`src/hdl/sgr_pkg.sv`:
```
// ----------------------------------------------------------------------------
// sgr_pkg
// shared types and constants for the sgr attribute change encoder
// ----------------------------------------------------------------------------
package sgr_pkg;

   localparam int AttrWidth = 29;

   localparam logic [7:0] ChEsc  = 8'h1B;
   localparam logic [7:0] ChLbr  = 8'h5B;
   localparam logic [7:0] ChSemi = 8'h3B;
   localparam logic [7:0] ChM    = 8'h6D;

   localparam logic CsrAixterm = 1'b0;
   localparam logic CsrIso     = 1'b1;

   // which byte the datapath drives
   typedef enum logic [2:0] {
      SelEsc, SelLbr, SelSemi, SelHun, SelTen, SelOne, SelM
   } sgr_sel_type;

   // command from controller to datapath
   typedef struct packed {
      logic        load;    // latch new and old attribute, start a transaction
      logic        start;   // arm the parameter slots
      logic        retire;  // current parameter fully sent
      sgr_sel_type sel;     // byte to drive
   } sgr_cmd_type;

   // status from datapath to controller
   typedef struct packed {
      logic       empty;  // changed attribute with no bytes
      logic       any;    // parameter slots pending
      logic       rest;   // slots pending beyond the current one
      logic       hun;    // current parameter has a hundreds digit
      logic       ten;    // current parameter has a tens digit
      logic [7:0] byte_v;
   } sgr_sts_type;

endpackage

```
`src/hdl/sgr_datapath.sv`:
```
// ----------------------------------------------------------------------------
// sgr_datapath
// holds the attribute, works out the parameter slots and drives each byte
// ----------------------------------------------------------------------------
module sgr_datapath import sgr_pkg::*; (
   input  logic                 clock,
   input  logic                 reset,
   input  logic [AttrWidth-1:0] new_attr,
   input  logic                 aix_en,
   input  logic                 iso_en,
   input  sgr_cmd_type          cmd,
   output sgr_sts_type          sts,
   output logic                 changed
);

   // fixed slot order: per pair off, on2, on1; singles; fg code, 5, index;
   // bg code, 5, index
   localparam int Slots = 21;

   // parameter codes as three bcd digits
   localparam logic [3:0][11:0] PairOff   = {12'h025, 12'h024, 12'h023, 12'h022};
   localparam logic [3:0][11:0] PairOn1   = {12'h005, 12'h004, 12'h003, 12'h001};
   localparam logic [3:0][11:0] PairOn2   = {12'h006, 12'h021, 12'h020, 12'h002};
   localparam logic [2:0][11:0] SingleOn  = {12'h009, 12'h008, 12'h007};
   localparam logic [2:0][11:0] SingleOff = {12'h029, 12'h028, 12'h027};

   logic [AttrWidth-1:0] cur_ff, old_ff;
   logic                 aix_ff, iso_ff;
   logic [Slots-1:0]     pend_ff, pend_in;
   logic [Slots-1:0]     slot_en;
   logic [11:0]          slot_bcd [Slots];
   logic [Slots-1:0]     pick;
   logic [11:0]          num;

   // 8-bit index to bcd by compare and subtract
   function automatic logic [11:0] to_bcd(logic [7:0] v);
      logic [3:0] h, t;
      logic [7:0] r, rem;
      h = (v >= 8'd200) ? 4'd2 : (v >= 8'd100) ? 4'd1 : 4'd0;
      r = (v >= 8'd200) ? v - 8'd200 : (v >= 8'd100) ? v - 8'd100 : v;
      t = 4'd0;
      for (int i = 1; i < 10; i++) begin
         if (r >= 8'(10 * i)) t = 4'(i);
      end
      rem = r - ({4'd0, t} << 3) - ({4'd0, t} << 1);
      return {h, t, rem[3:0]};
   endfunction

   assign changed = (new_attr != cur_ff);

   always_comb begin
      logic [AttrWidth-1:0] nw, od;
      logic b1, b2, o1, o2, chg, rem;
      logic sn, so, low, aixm, isom;
      logic [7:0] cn, co;
      nw = cur_ff;
      od = old_ff;
      slot_en = '0;
      for (int i = 0; i < Slots; i++) slot_bcd[i] = '0;
      for (int k = 0; k < 4; k++) begin
         b1 = nw[18+2*k]; b2 = nw[19+2*k];
         o1 = od[18+2*k]; o2 = od[19+2*k];
         chg = ({b1, b2} != {o1, o2});
         rem = (o1 & ~b1) | (o2 & ~b2);
         slot_en[3*k]   = chg & rem;
         slot_en[3*k+1] = chg & (rem ? b2 : (b2 & ~o2));
         slot_en[3*k+2] = chg & (rem ? b1 : (b1 & ~o1));
         slot_bcd[3*k]   = PairOff[k];
         slot_bcd[3*k+1] = PairOn2[k];
         slot_bcd[3*k+2] = PairOn1[k];
      end
      for (int k = 0; k < 3; k++) begin
         slot_en[12+k]  = nw[26+k] ^ od[26+k];
         slot_bcd[12+k] = nw[26+k] ? SingleOn[k] : SingleOff[k];
      end
      for (int c = 0; c < 2; c++) begin
         sn = nw[16+c]; so = od[16+c];
         cn = sn ? nw[8*c +: 8] : 8'd0;
         co = so ? od[8*c +: 8] : 8'd0;
         chg  = !(sn == so && cn == co);
         low  = sn && (cn < 8'd8);
         aixm = sn && !low && (cn < 8'd16) && aix_ff;
         isom = sn && !low && !aixm && iso_ff;
         slot_en[15+3*c] = chg;
         slot_en[16+3*c] = chg & isom;
         slot_en[17+3*c] = chg & isom;
         if (low) begin
            slot_bcd[15+3*c] = {4'd0, 4'(3 + c), 1'b0, cn[2:0]};
         end else if (aixm) begin
            slot_bcd[15+3*c] = (c == 0) ? {4'd0, 4'd9, 1'b0, cn[2:0]}
                                        : {4'd1, 4'd0, 1'b0, cn[2:0]};
         end else if (isom) begin
            slot_bcd[15+3*c] = {4'd0, 4'(3 + c), 4'd8};
         end else begin
            slot_bcd[15+3*c] = {4'd0, 4'(3 + c), 4'd9};
         end
         slot_bcd[16+3*c] = 12'h005;
         slot_bcd[17+3*c] = to_bcd(cn);
      end
      // an all-zero attribute is a bare reset sequence
      if (nw == '0) slot_en = '0;
   end

   // lowest pending slot is the one being sent
   assign pick = pend_ff & (~pend_ff + 1'b1);

   always_comb begin
      num = '0;
      for (int i = 0; i < Slots; i++) begin
         if (pick[i]) num = num | slot_bcd[i];
      end
   end

   always_comb begin
      if (cmd.start) begin
         pend_in = slot_en;
      end else if (cmd.retire) begin
         pend_in = pend_ff & ~pick;
      end else begin
         pend_in = pend_ff;
      end
   end

   always_ff @(posedge clock) begin
      if (reset) begin
         cur_ff  <= '0;
         old_ff  <= '0;
         aix_ff  <= 1'b1;
         iso_ff  <= 1'b1;
         pend_ff <= '0;
      end else begin
         if (cmd.load) begin
            old_ff <= cur_ff;
            cur_ff <= new_attr;
            aix_ff <= aix_en;
            iso_ff <= iso_en;
         end
         pend_ff <= pend_in;
      end
   end

   assign sts.empty = (slot_en == '0) && (cur_ff != '0);
   assign sts.any   = (pend_ff != '0);
   assign sts.rest  = ((pend_ff & ~pick) != '0);
   assign sts.hun   = (num[11:8] != 4'd0);
   assign sts.ten   = (num[7:4] != 4'd0);

   always_comb begin
      case (cmd.sel)
         SelEsc:  sts.byte_v = ChEsc;
         SelLbr:  sts.byte_v = ChLbr;
         SelSemi: sts.byte_v = ChSemi;
         SelHun:  sts.byte_v = {4'h3, num[11:8]};
         SelTen:  sts.byte_v = {4'h3, num[7:4]};
         SelOne:  sts.byte_v = {4'h3, num[3:0]};
         SelM:    sts.byte_v = ChM;
         default: sts.byte_v = ChM;
      endcase
   end

endmodule

```
`src/hdl/sgr_controller.sv`:
```
// ----------------------------------------------------------------------------
// sgr_controller
// sequences load, byte output and completion
// ----------------------------------------------------------------------------
module sgr_controller import sgr_pkg::*; (
   input  logic        clock,
   input  logic        reset,
   input  logic        req_valid,
   output logic        req_stall,
   input  logic        changed,
   output logic        rsp_valid,
   input  logic        rsp_stall,
   output logic        rsp_last,
   output sgr_cmd_type cmd,
   input  sgr_sts_type sts
);

   typedef enum logic [3:0] {IDLE, CHECK, ESC, LBR, SEP, HUN, TEN, ONE, TERM} state_type;
   state_type state_ff;
   state_type digit_st;
   logic      take;

   assign req_stall = (state_ff != IDLE);
   assign rsp_valid = state_ff inside {ESC, LBR, SEP, HUN, TEN, ONE, TERM};
   assign rsp_last  = (state_ff == TERM);
   assign take      = rsp_valid && !rsp_stall;
   // first digit of the current parameter, leading zeros skipped
   assign digit_st  = sts.hun ? HUN : (sts.ten ? TEN : ONE);

   always_comb begin
      cmd.load   = (state_ff == IDLE) && req_valid && changed;
      cmd.start  = (state_ff == CHECK);
      cmd.retire = (state_ff == ONE) && take;
      case (state_ff)
         ESC:     cmd.sel = SelEsc;
         LBR:     cmd.sel = SelLbr;
         SEP:     cmd.sel = SelSemi;
         HUN:     cmd.sel = SelHun;
         TEN:     cmd.sel = SelTen;
         ONE:     cmd.sel = SelOne;
         default: cmd.sel = SelM;
      endcase
   end

   always_ff @(posedge clock) begin
      if (reset) begin
         state_ff <= IDLE;
      end else begin
         case (state_ff)
            IDLE:    if (cmd.load) state_ff <= CHECK;
            CHECK:   state_ff <= sts.empty ? IDLE : ESC;
            ESC:     if (take) state_ff <= LBR;
            LBR:     if (take) state_ff <= sts.any ? digit_st : TERM;
            SEP:     if (take) state_ff <= digit_st;
            HUN:     if (take) state_ff <= TEN;
            TEN:     if (take) state_ff <= ONE;
            ONE:     if (take) state_ff <= sts.rest ? SEP : TERM;
            TERM:    if (take) state_ff <= IDLE;
            default: state_ff <= IDLE;
         endcase
      end
   end

   a_no_load_busy: assert property (@(posedge clock) disable iff (reset)
      cmd.load |-> !rsp_valid) else $error("load while sending");
   a_check_next: assert property (@(posedge clock) disable iff (reset)
      cmd.load |=> !rsp_valid && req_stall) else $error("check skipped");
   a_send_nonempty: assert property (@(posedge clock) disable iff (reset)
      rsp_valid |-> !sts.empty) else $error("send with empty buffer");

endmodule

```
`src/hdl/sgr_attribute_change_encoder.sv`:
```
// ----------------------------------------------------------------------------
// sgr_attribute_change_encoder
// emits the sgr escape bytes that turn the last attribute into the new one
// ----------------------------------------------------------------------------
// after an accepted transaction the check state comes before the first byte
// throughput: one byte per cycle while rsp_stall is low; a new request is taken only after the last byte
// a changed attribute with no visible effect passes through the check state and emits nothing
// an unchanged attribute is accepted in idle and emits nothing
// reset: synchronous; attribute cleared, aixterm and iso colour enabled
module sgr_attribute_change_encoder import sgr_pkg::*; (
   input  logic                 clock,
   input  logic                 reset,
   input  logic                 req_valid,
   output logic                 req_stall,
   input  logic [AttrWidth-1:0] req_new_attribute,
   output logic                 rsp_valid,
   input  logic                 rsp_stall,
   output logic [7:0]           rsp_out_byte,
   output logic                 rsp_last,
   input  logic                 csr_valid,
   output logic                 csr_ready,
   input  logic                 csr_index,
   input  logic                 csr_data
);

   logic aix_ff, iso_ff;
   sgr_cmd_type cmd;
   sgr_sts_type sts;
   logic changed;

   // configuration registers, always writable
   assign csr_ready = 1'b1;
   always_ff @(posedge clock) begin
      if (reset) begin
         aix_ff <= 1'b1;
         iso_ff <= 1'b1;
      end else if (csr_valid) begin
         case (csr_index)
            CsrAixterm: aix_ff <= csr_data;
            CsrIso:     iso_ff <= csr_data;
            default:    ;
         endcase
      end
   end

   sgr_controller u_ctrl (
      .clock, .reset, .req_valid, .req_stall, .changed,
      .rsp_valid, .rsp_stall, .rsp_last, .cmd, .sts
   );

   // the datapath takes a copy of the colour settings with each transaction
   sgr_datapath u_dp (
      .clock, .reset, .new_attr(req_new_attribute), .aix_en(aix_ff),
      .iso_en(iso_ff), .cmd, .sts, .changed
   );

   assign rsp_out_byte = sts.byte_v;

endmodule
```
`config.mk`:
```
export PLATFORM = sky130hd
export DESIGN_NAME = sgr_attribute_change_encoder
export DESIGN_NICKNAME = d
export VERILOG_FILES = /design/src/hdl/sgr_pkg.sv /design/src/hdl/sgr_datapath.sv /design/src/hdl/sgr_controller.sv /design/src/hdl/sgr_attribute_change_encoder.sv
export SDC_FILE = /design/constraint.sdc
export NUM_CORES = 1
export LEC_CHECK = 0
export BUFFER_PORTS_ARGS = -buffer_cell sky130_fd_sc_hd__buf_2
export CORE_MARGIN = 2
export CORE_UTILIZATION = 50
export DETAILED_ROUTE_END_ITERATION = 12
export PLACE_DENSITY = 0.64
export SLEW_MARGIN = 10
export SYNTH_ARGS = -nofsm -noshare
export SYNTH_HDL_FRONTEND = slang
export SYNTH_SLANG_ARGS = --single-unit
```
`constraint.sdc`:
```
create_clock -name clock -period 6.77 [get_ports clock]
set_clock_uncertainty 0.15 [all_clocks]
set_input_delay 1.354 -clock clock [delete_from_list [all_inputs] [get_ports clock]]
set_output_delay 1.354 -clock clock [all_outputs]
set_load 0.02 [all_outputs]
```
* Yosys cells after proc, flatten, opt, wreduce, memory -nomap -nowiden *
Cells that the tools add are included.

storage, ports and cells
  input bits = 36
  flip-flop bits (word level) = 87
  word-level logic and storage cells = 266
  output and inout port bits = 12

cells by class
  bitwise operators = 65
  multiplexer cells = 87
  add/sub/neg operators = 9
  reduce and logical (&&, ||, !) cells = 41
  eq/ne operators = 30
  $lt $le $gt $ge = 26

operators by type and width
  kind                                                                                  number
  4-bit two-way mux                                                                     23
  12-bit two-way mux                                                                    7
  8-bit two-way mux                                                                     10
  12-bit bitwise OR                                                                     6
  8-bit by 7-bit greater-or-equal comparator with 1-bit output (second input constant)  8
  21-bit two-way mux                                                                    3
  6-bit two-way mux                                                                     9
  8-bit by 6-bit greater-or-equal comparator with 1-bit output (second input constant)  6
  21-bit bitwise AND                                                                    2
  21-bit inverter                                                                       2
  7-bit case mux with 6 select lines                                                    1
  21-bit nonzero test                                                                   2
  4-bit case mux with 9 select lines                                                    1
  8-bit by 5-bit greater-or-equal comparator with 1-bit output (second input constant)  4
  1-bit bitwise AND                                                                     30
  29-bit logical NOT                                                                    1
  29-bit != test                                                                        1
  29-bit nonzero test                                                                   1
  3-bit two-way mux                                                                     9
  21-bit by 1-bit adder with 21-bit output (second input constant)                      1
  21-bit logical NOT                                                                    1
  1-bit logical AND                                                                     19
  9-bit two-way mux                                                                     2
  3-bit case mux with 6 select lines                                                    1
  other kinds (33)                                                                      108

* Logic depth before layout (Yosys ltp) *
  depth after elaboration = 37
  mapped depth = 20
  gate-level depth less buffers = 18

* Hierarchy *
Synthesis repeated with hierarchy kept, for this count alone.

second synthesis, totals
  cell total of the unflattened synthesis = 916
  area, all modules = 7,005.5 sq um

modules (own cells, without submodules)
  module                        area each (sq um)  cells an instance  times used  seq. area each (sq um)
  sgr_datapath                  6,485.0            851                1           1,621.6
  sgr_controller                431.7              55                 1           80.1
  sgr_attribute_change_encoder  88.8               10                 1           40.0

* Worst setup path before layout *
No wires, ideal clock.

  kind = register to output
  start point = reg u_dp.cur_ff[17]
  end point = out rsp_out_byte[1]
  cell stages (with the launch flop) = 21
  setup slack = 1.309 ns
  path buffers = 2
  data arrival time = 3.957 ns
  data required time = 5.266 ns
  cells stage by stage = dfxtp_1 buf_2 nand2_1 inv_1 ha_1 nor3b_1 o211a_1 buf_4 o211a_4 a22o_1 or3_1 o311ai_1 a21oi_2 or2_2 ha_1 nor2_1 nor3_1 o311ai_0 o21ai_0 a22o_1 a21boi_1

on the way
  word-level cells in the longest chain between the ends = 18
  elaborated cells on any way between the ends = 43

RTL lines
  element                                                                                                                      line                                source
  start: declaration                                                                                                           sgr_datapath.sv:27                  logic [AttrWidth-1:0] cur_ff, old_ff;
  start signal: assignment                                                                                                     sgr_datapath.sv:134                 cur_ff <= new_attr;
  8-bit two-way mux                                                                                                            sgr_datapath.sv:78                  cn = sn ? nw[8*c +: 8] : 8'd0;
  8-bit by 7-bit subtractor with 8-bit output or 8-bit by 7-bit greater-or-equal comparator with 1-bit output (tied branches)  sgr_datapath.sv:40                  r = (v >= 8'd200) ? v - 8'd200 : (v >= 8'd100) ? v - 8'd100 : v;
  8-bit two-way mux (2 in a row)                                                                                               sgr_datapath.sv:40
  8-bit by 4-bit greater-or-equal comparator with 1-bit output                                                                 sgr_datapath.sv:43                  if (r >= 8'(10 * i)) t = 4'(i);
  1-bit two-way mux                                                                                                            sgr_datapath.sv:43
  2-bit two-way mux (2 in a row)                                                                                               sgr_datapath.sv:43
  3-bit two-way mux (4 in a row)                                                                                               sgr_datapath.sv:43
  4-bit two-way mux (2 in a row)                                                                                               sgr_datapath.sv:43
  4-bit subtractor                                                                                                             sgr_datapath.sv:45                  rem = r - ({4'd0, t} << 3) - ({4'd0, t} << 1);
  12-bit bitwise OR                                                                                                            sgr_datapath.sv:110                 if (pick[i]) num = num | slot_bcd[i];
  12-bit two-way mux *                                                                                                         sgr_datapath.sv:110
  7-bit case mux with 6 select lines *                                                                                         sgr_datapath.sv:149                 case (cmd.sel)
  end: declaration                                                                                                             sgr_attribute_change_encoder.sv:18  output logic [7:0] rsp_out_byte,

Mark *: on every way between the ends. The rest lies on a longest branch, timed or not.

* Worst setup path after layout *
Ends and elaborated chain as after synthesis.

==> results.md <==
- The run finished with clean final reports.
- The area growth from synthesis to layout is 5.90%.
- In this run the cell area of the synthesized design comes to 0.00729 sq mm.
- The first detailed-routing pass ran for 7 iterations.
- The final-report hold violation count is 0.
- The global-route wire length before repair is around 34,000 microns.
- After filler insertion, the fill cell instance count of the layout stands at ~1,400.
- The number of port buffers is between 40 and 50.
- The number of maximum-capacitance constraint violations is 0.
- In this run the horizontal extent of the chip is around 120 microns.
- The minimum clock period is between 6 and 7 ns.
- The worst-path cell with the longest stage delay is sky130_fd_sc_hd__dfxtp_1.
- Of all flip-flops after synthesis, the portion carrying an async set or reset was 0%.
- The count of pins over their slew limit is 0.
- The finished cells cover 0.00772 sq mm.
- The synthesized design contains 0 enable-type register cells.
- The clock root buffer master is sky130_fd_sc_hd__clkbuf_16.
- Setup violations remaining at the end of the flow were counted as 0.
- The highest achievable clock rate is approximately 0.15 GHz.
- The via count of the first global-routing pass is ~6,400.
- Setup repair after global routing left no endpoint under its margin.
- Setup slack on the critical path of the routed design comes to around 0.32 ns.
- The estimated wirelength of the detail-placed design is around 15,000 microns.
- Of the available clock period, the critical path in the final layout requires between 90 and 100%.
- Final hold analysis gives a worst-case slack of 0.369 ns.
- The H-tree was split into 3 levels.
- The worst endpoint required time is approximately 5.3 ns.
- Across the whole layout, storage elements account for 0.00174 sq mm.
- Once placement completed, the tool counted placed cells totaling between 1,000 and 1,500.
- The congestion estimate from routability-driven global placement came to 0.976.
- The power per standard cell area is around 290 mW/mm^2.
- For this run, design rule violations remaining after detail routing come to 0.
- The fraction of power consumed by sequential logic is between 30% and 40%.
- The placement-stage worst setup slack is ~0.73 ns.
- On the worst path, the slowest cell contributes a delay of roughly 0.58 ns.
- Counting distinct cell types in the post-synthesis netlist gives 107.
- Traced cell by cell, the critical path runs through nand2_1 > inv_1 > ha_1 > nor3b_1 > o211a_1 > o311a_2 > a21oi_1 > or3_1 > o311ai_1 > a21oi_2 > or2_2 > ha_1 > nor2_1 > nor3_1 > o311ai_0 > o21ai_0 > a22o_1 > a21boi_1 > buf_2.
- In this run the static leakage power is ~3.2 nW.
- The fraction of the yosys area taken by sequential cells is about a quarter.
- The number of antenna violations at the first check in global routing is 0.
- The instance area after placement is ~0.0074 sq mm.
- A synthesized cell averages 7.68 sq um.
- The detail-routed via count per cell is 6.06.
- The number of standard cells after synthesis is roughly 950.
- The number of sinks driven by the clock tree is 87.
- The final setup TNS is 0 ns.
- The overall via count from detail_route is roughly 6,900.
- The fraction of layout instances using a drive strength above 1 is approximately an eighth.
- The final global-route overflow total is 0.
- The overall die height is approximately 120 microns.
- The number of clock buffers added by TritonCTS is 9.
- The number of core rows is between 40 and 50.
- Summed over all layers, the routed wires come to roughly 20,000 microns.
- The starting DRC count in detailed routing is 502.
- At the end of the flow the core is filled with cells to between 50 and 60%.
- The start-to-end type of the worst setup path is reg2out.
- The area of the die is 0.0156 sq mm.
- The most used flip-flop cell after synthesis is sky130_fd_sc_hd__dfxtp_1.
- STA classifies the critical path endpoint as an output pin.
- The peak ir drop on the vdd network is 0.000159 V.
- TritonCTS built the clock tree.
- The initial utilization of the core area, before any placement, comes to ~50%.
- Counting every net in the synthesized netlist gives 1,013.
- The area occupied by multi-input gates is about 0.005 sq mm.
- Counting along the longest clock path gives a buffer depth of 2.
- The standard cell core area is 0.0144 sq mm.
- The worst pin sits at a relative slew slack of 35.3%.
- The number of antenna diodes in the final layout is 0.
- The power spent charging and discharging nets is between 0.9 and 1 mW.
- The post-CTS setup buffer count is 0.
- The overall power consumption is ~2.2 mW.
- The post-route non-filler standard cell count is roughly 1,100.
- The pin count of the biggest net entering global routing is 88.
- Combinational cells account for between 40% and 50% of the total power.
- The kind of start point of the critical path is a register.
- The switching power as a share of total power is a little over two fifths.
- The register bit total from synthesis is 87.
- The clock group share of total power is around 22%.
- At the later pin of the worst-skew pair, clock insertion delay measures 0.36 ns.
- After clock tree synthesis, the clock-pin slew on the worst setup and hold paths is around 0.070 ns.
- The Yosys step of the flow raised 0 warnings.
- The average wire per standard cell is roughly 18 microns.
- In this run the worst hold path is classified as reg2reg.
- For the worst setup path, the data arrival time is between 4 and 5 ns.
- For this design, the CTS-stage hold fixing added 0 buffers.
- In this run, post-CTS repair resized a total of 0 instances.
- Global routing used 26.3% of the available tracks across all layers.
- The detail route stage leaves a number of antenna-violating nets equal to 0.
- The net count of the finished layout is just over 1,000.
- Of all nets on the critical path, the largest fanout is 12.
- The cell repeated most along the worst path is sky130_fd_sc_hd__ha_1.
- The internal power is 1.25 mW.
- The top-level I/O count is 48.
- The actual transition at the worst max-transition pin is 0.970 ns.
-- cells in the mapped netlist, types with 4 or more instances --
cell | instances | area share, %
sky130_fd_sc_hd__o32ai_1 | 4 | 0.48
sky130_fd_sc_hd__mux2i_1 | 51 | 7.0
sky130_fd_sc_hd__xor2_1 | 30 | 3.6
sky130_fd_sc_hd__o22ai_1 | 4 | 0.34
sky130_fd_sc_hd__nand3_1 | 24 | 1.6
sky130_fd_sc_hd__o2111ai_1 | 5 | 0.60
sky130_fd_sc_hd__or3_1 | 13 | 1.1
sky130_fd_sc_hd__maj3_1 | 5 | 0.69
sky130_fd_sc_hd__o21bai_1 | 4 | 0.41
sky130_fd_sc_hd__nor4_1 | 17 | 1.5
sky130_fd_sc_hd__ha_1 | 28 | 4.8
sky130_fd_sc_hd__a21oi_1 | 73 | 5.0
sky130_fd_sc_hd__nand2b_1 | 8 | 0.69
sky130_fd_sc_hd__a32oi_1 | 9 | 1.1
sky130_fd_sc_hd__a21o_1 | 5 | 0.51
sky130_fd_sc_hd__clkbuf_8 | 6 | 1.1
sky130_fd_sc_hd__nand2_1 | 58 | 3.0
sky130_fd_sc_hd__o311ai_0 | 6 | 0.72
sky130_fd_sc_hd__o211ai_1 | 12 | 1.2
sky130_fd_sc_hd__dfxtp_1 | 87 | 24
sky130_fd_sc_hd__buf_2 | 14 | 0.96
sky130_fd_sc_hd__a21boi_0 | 4 | 0.41
sky130_fd_sc_hd__o2bb2ai_1 | 4 | 0.48
sky130_fd_sc_hd__o21ai_0 | 49 | 3.4
sky130_fd_sc_hd__buf_1 | 5 | 0.26
sky130_fd_sc_hd__clkbuf_1 | 32 | 1.6
sky130_fd_sc_hd__nor2b_1 | 7 | 0.60
sky130_fd_sc_hd__nor2_1 | 137 | 7.1
sky130_fd_sc_hd__or2_2 | 7 | 0.60
sky130_fd_sc_hd__and3_1 | 4 | 0.34
sky130_fd_sc_hd__and4_1 | 4 | 0.48
sky130_fd_sc_hd__nor3_1 | 20 | 1.4
sky130_fd_sc_hd__a211o_1 | 5 | 0.60
sky130_fd_sc_hd__buf_4 | 9 | 0.93
sky130_fd_sc_hd__xnor2_1 | 23 | 2.8
sky130_fd_sc_hd__and2_1 | 7 | 0.60
sky130_fd_sc_hd__inv_1 | 41 | 2.1
sky130_fd_sc_hd__a31oi_1 | 14 | 1.2
sky130_fd_sc_hd__nand4_1 | 15 | 1.3
-- power by group through the flow --
stage / sequential (mW) / combinational (mW) / clock [mW]
2_1_floorplan: 0.643 / 0.868 / 0
6_report: 0.753 / 0.982 / 0.498
5_1_grt: 0.769 / 1.10 / 0.528
3_5_place_dp: 0.759 / 0.973 / 0
3_3_place_gp: 0.758 / 0.972 / 0
4_1_cts: 0.748 / 0.978 / 0.509
-- cells by family (layout without fill, tap and decap cells) --
logic type      Yosys count  count (layout)  share of synthesized area (%)
fa+ha+maj                33              33                           5.49
flops                    87              87                           23.9
xor+xnor                 53              53                           6.37
mux                      51              51                           7.00
simple gates            360             360                           25.6
other cells               2               2                          0.103
compound gates          252             252                           24.0
buf+inv                 111             113                           7.57
-- sequential cells by signal, indices dropped and copies added (netlist names) --
| signal | count |
|---|---|
| u_dp.cur_ff | 29 |
| u_dp.iso_ff | 1 |
| iso_ff | 1 |
| u_dp.old_ff | 29 |
| aix_ff | 1 |
| u_dp.pend_ff | 21 |
| u_dp.aix_ff | 1 |
| u_ctrl.state_ff | 4 |
-- final timing paths --
kind	start	to	slack (ns)	depth (start not counted)
max reg2reg	u_dp.cur_ff[17]	u_ctrl.state_ff[0]	2.82	13
min	u_dp.old_ff[27]	u_dp.old_ff[27]	0.37	2
min reg2reg	u_dp.old_ff[27]	u_dp.old_ff[27]	0.37	2
max	u_dp.cur_ff[17]	rsp_out_byte[1]	0.32	19
-- critical path, delay by kind of cell, from the launching register on --
family / cells / cell delay [ns]
buffers and inverters: 2 / 0.42
DFF: 1 / 0.58
adders and majority gates: 2 / 0.46
AOI/OAI and AO/OA: 9 / 1.70
and+or+nand+nor: 6 / 1.44
-- placed cells by master, fill, tap and decap left out, drive strengths merged, types with 6 or more instances in the layout --
cell type | Yosys | layout
ha | 28 | 28
inv | 41 | 43
o21ai | 52 | 52
o2111ai | 6 | 6
xnor2 | 23 | 23
a31oi | 14 | 14
a21o | 6 | 6
xor2 | 30 | 30
o211ai | 12 | 12
nand2 | 59 | 59
a21oi | 74 | 74
a32oi | 9 | 9
nor3 | 20 | 20
buf | 30 | 56
nand4 | 16 | 16
nor2b | 7 | 7
nand2b | 8 | 8
clkbuf | 39 | 13
nor4 | 19 | 19
and2 | 11 | 11
and3 | 6 | 6
mux2i | 51 | 51
o311ai | 9 | 9
nor2 | 137 | 137
dfxtp | 87 | 87
nand3 | 26 | 26
or2 | 8 | 8
or3 | 14 | 14
-- routing by layer --
layer / routed length (microns) / part of all wire, % / GRT usage (%)
met1: 9560 / 47 / 36.4
met2: 9180 / 45 / 41.5
met3: 1060 / 5.2 / 3.74
met4: 465 / 2.3 / 9.91
met5: 0 / 0 / 0
-- cell type report --
type                    instances  area share [%]
clock buffers                  13            3.37
clock inverters                 3           0.324
inverters                      41            1.99
multi-input cells             751            64.8
flip-flops and latches         87            22.6
well taps                     184            2.98
repair buffers                 56            3.99
(Power assumes the default switching activity.)
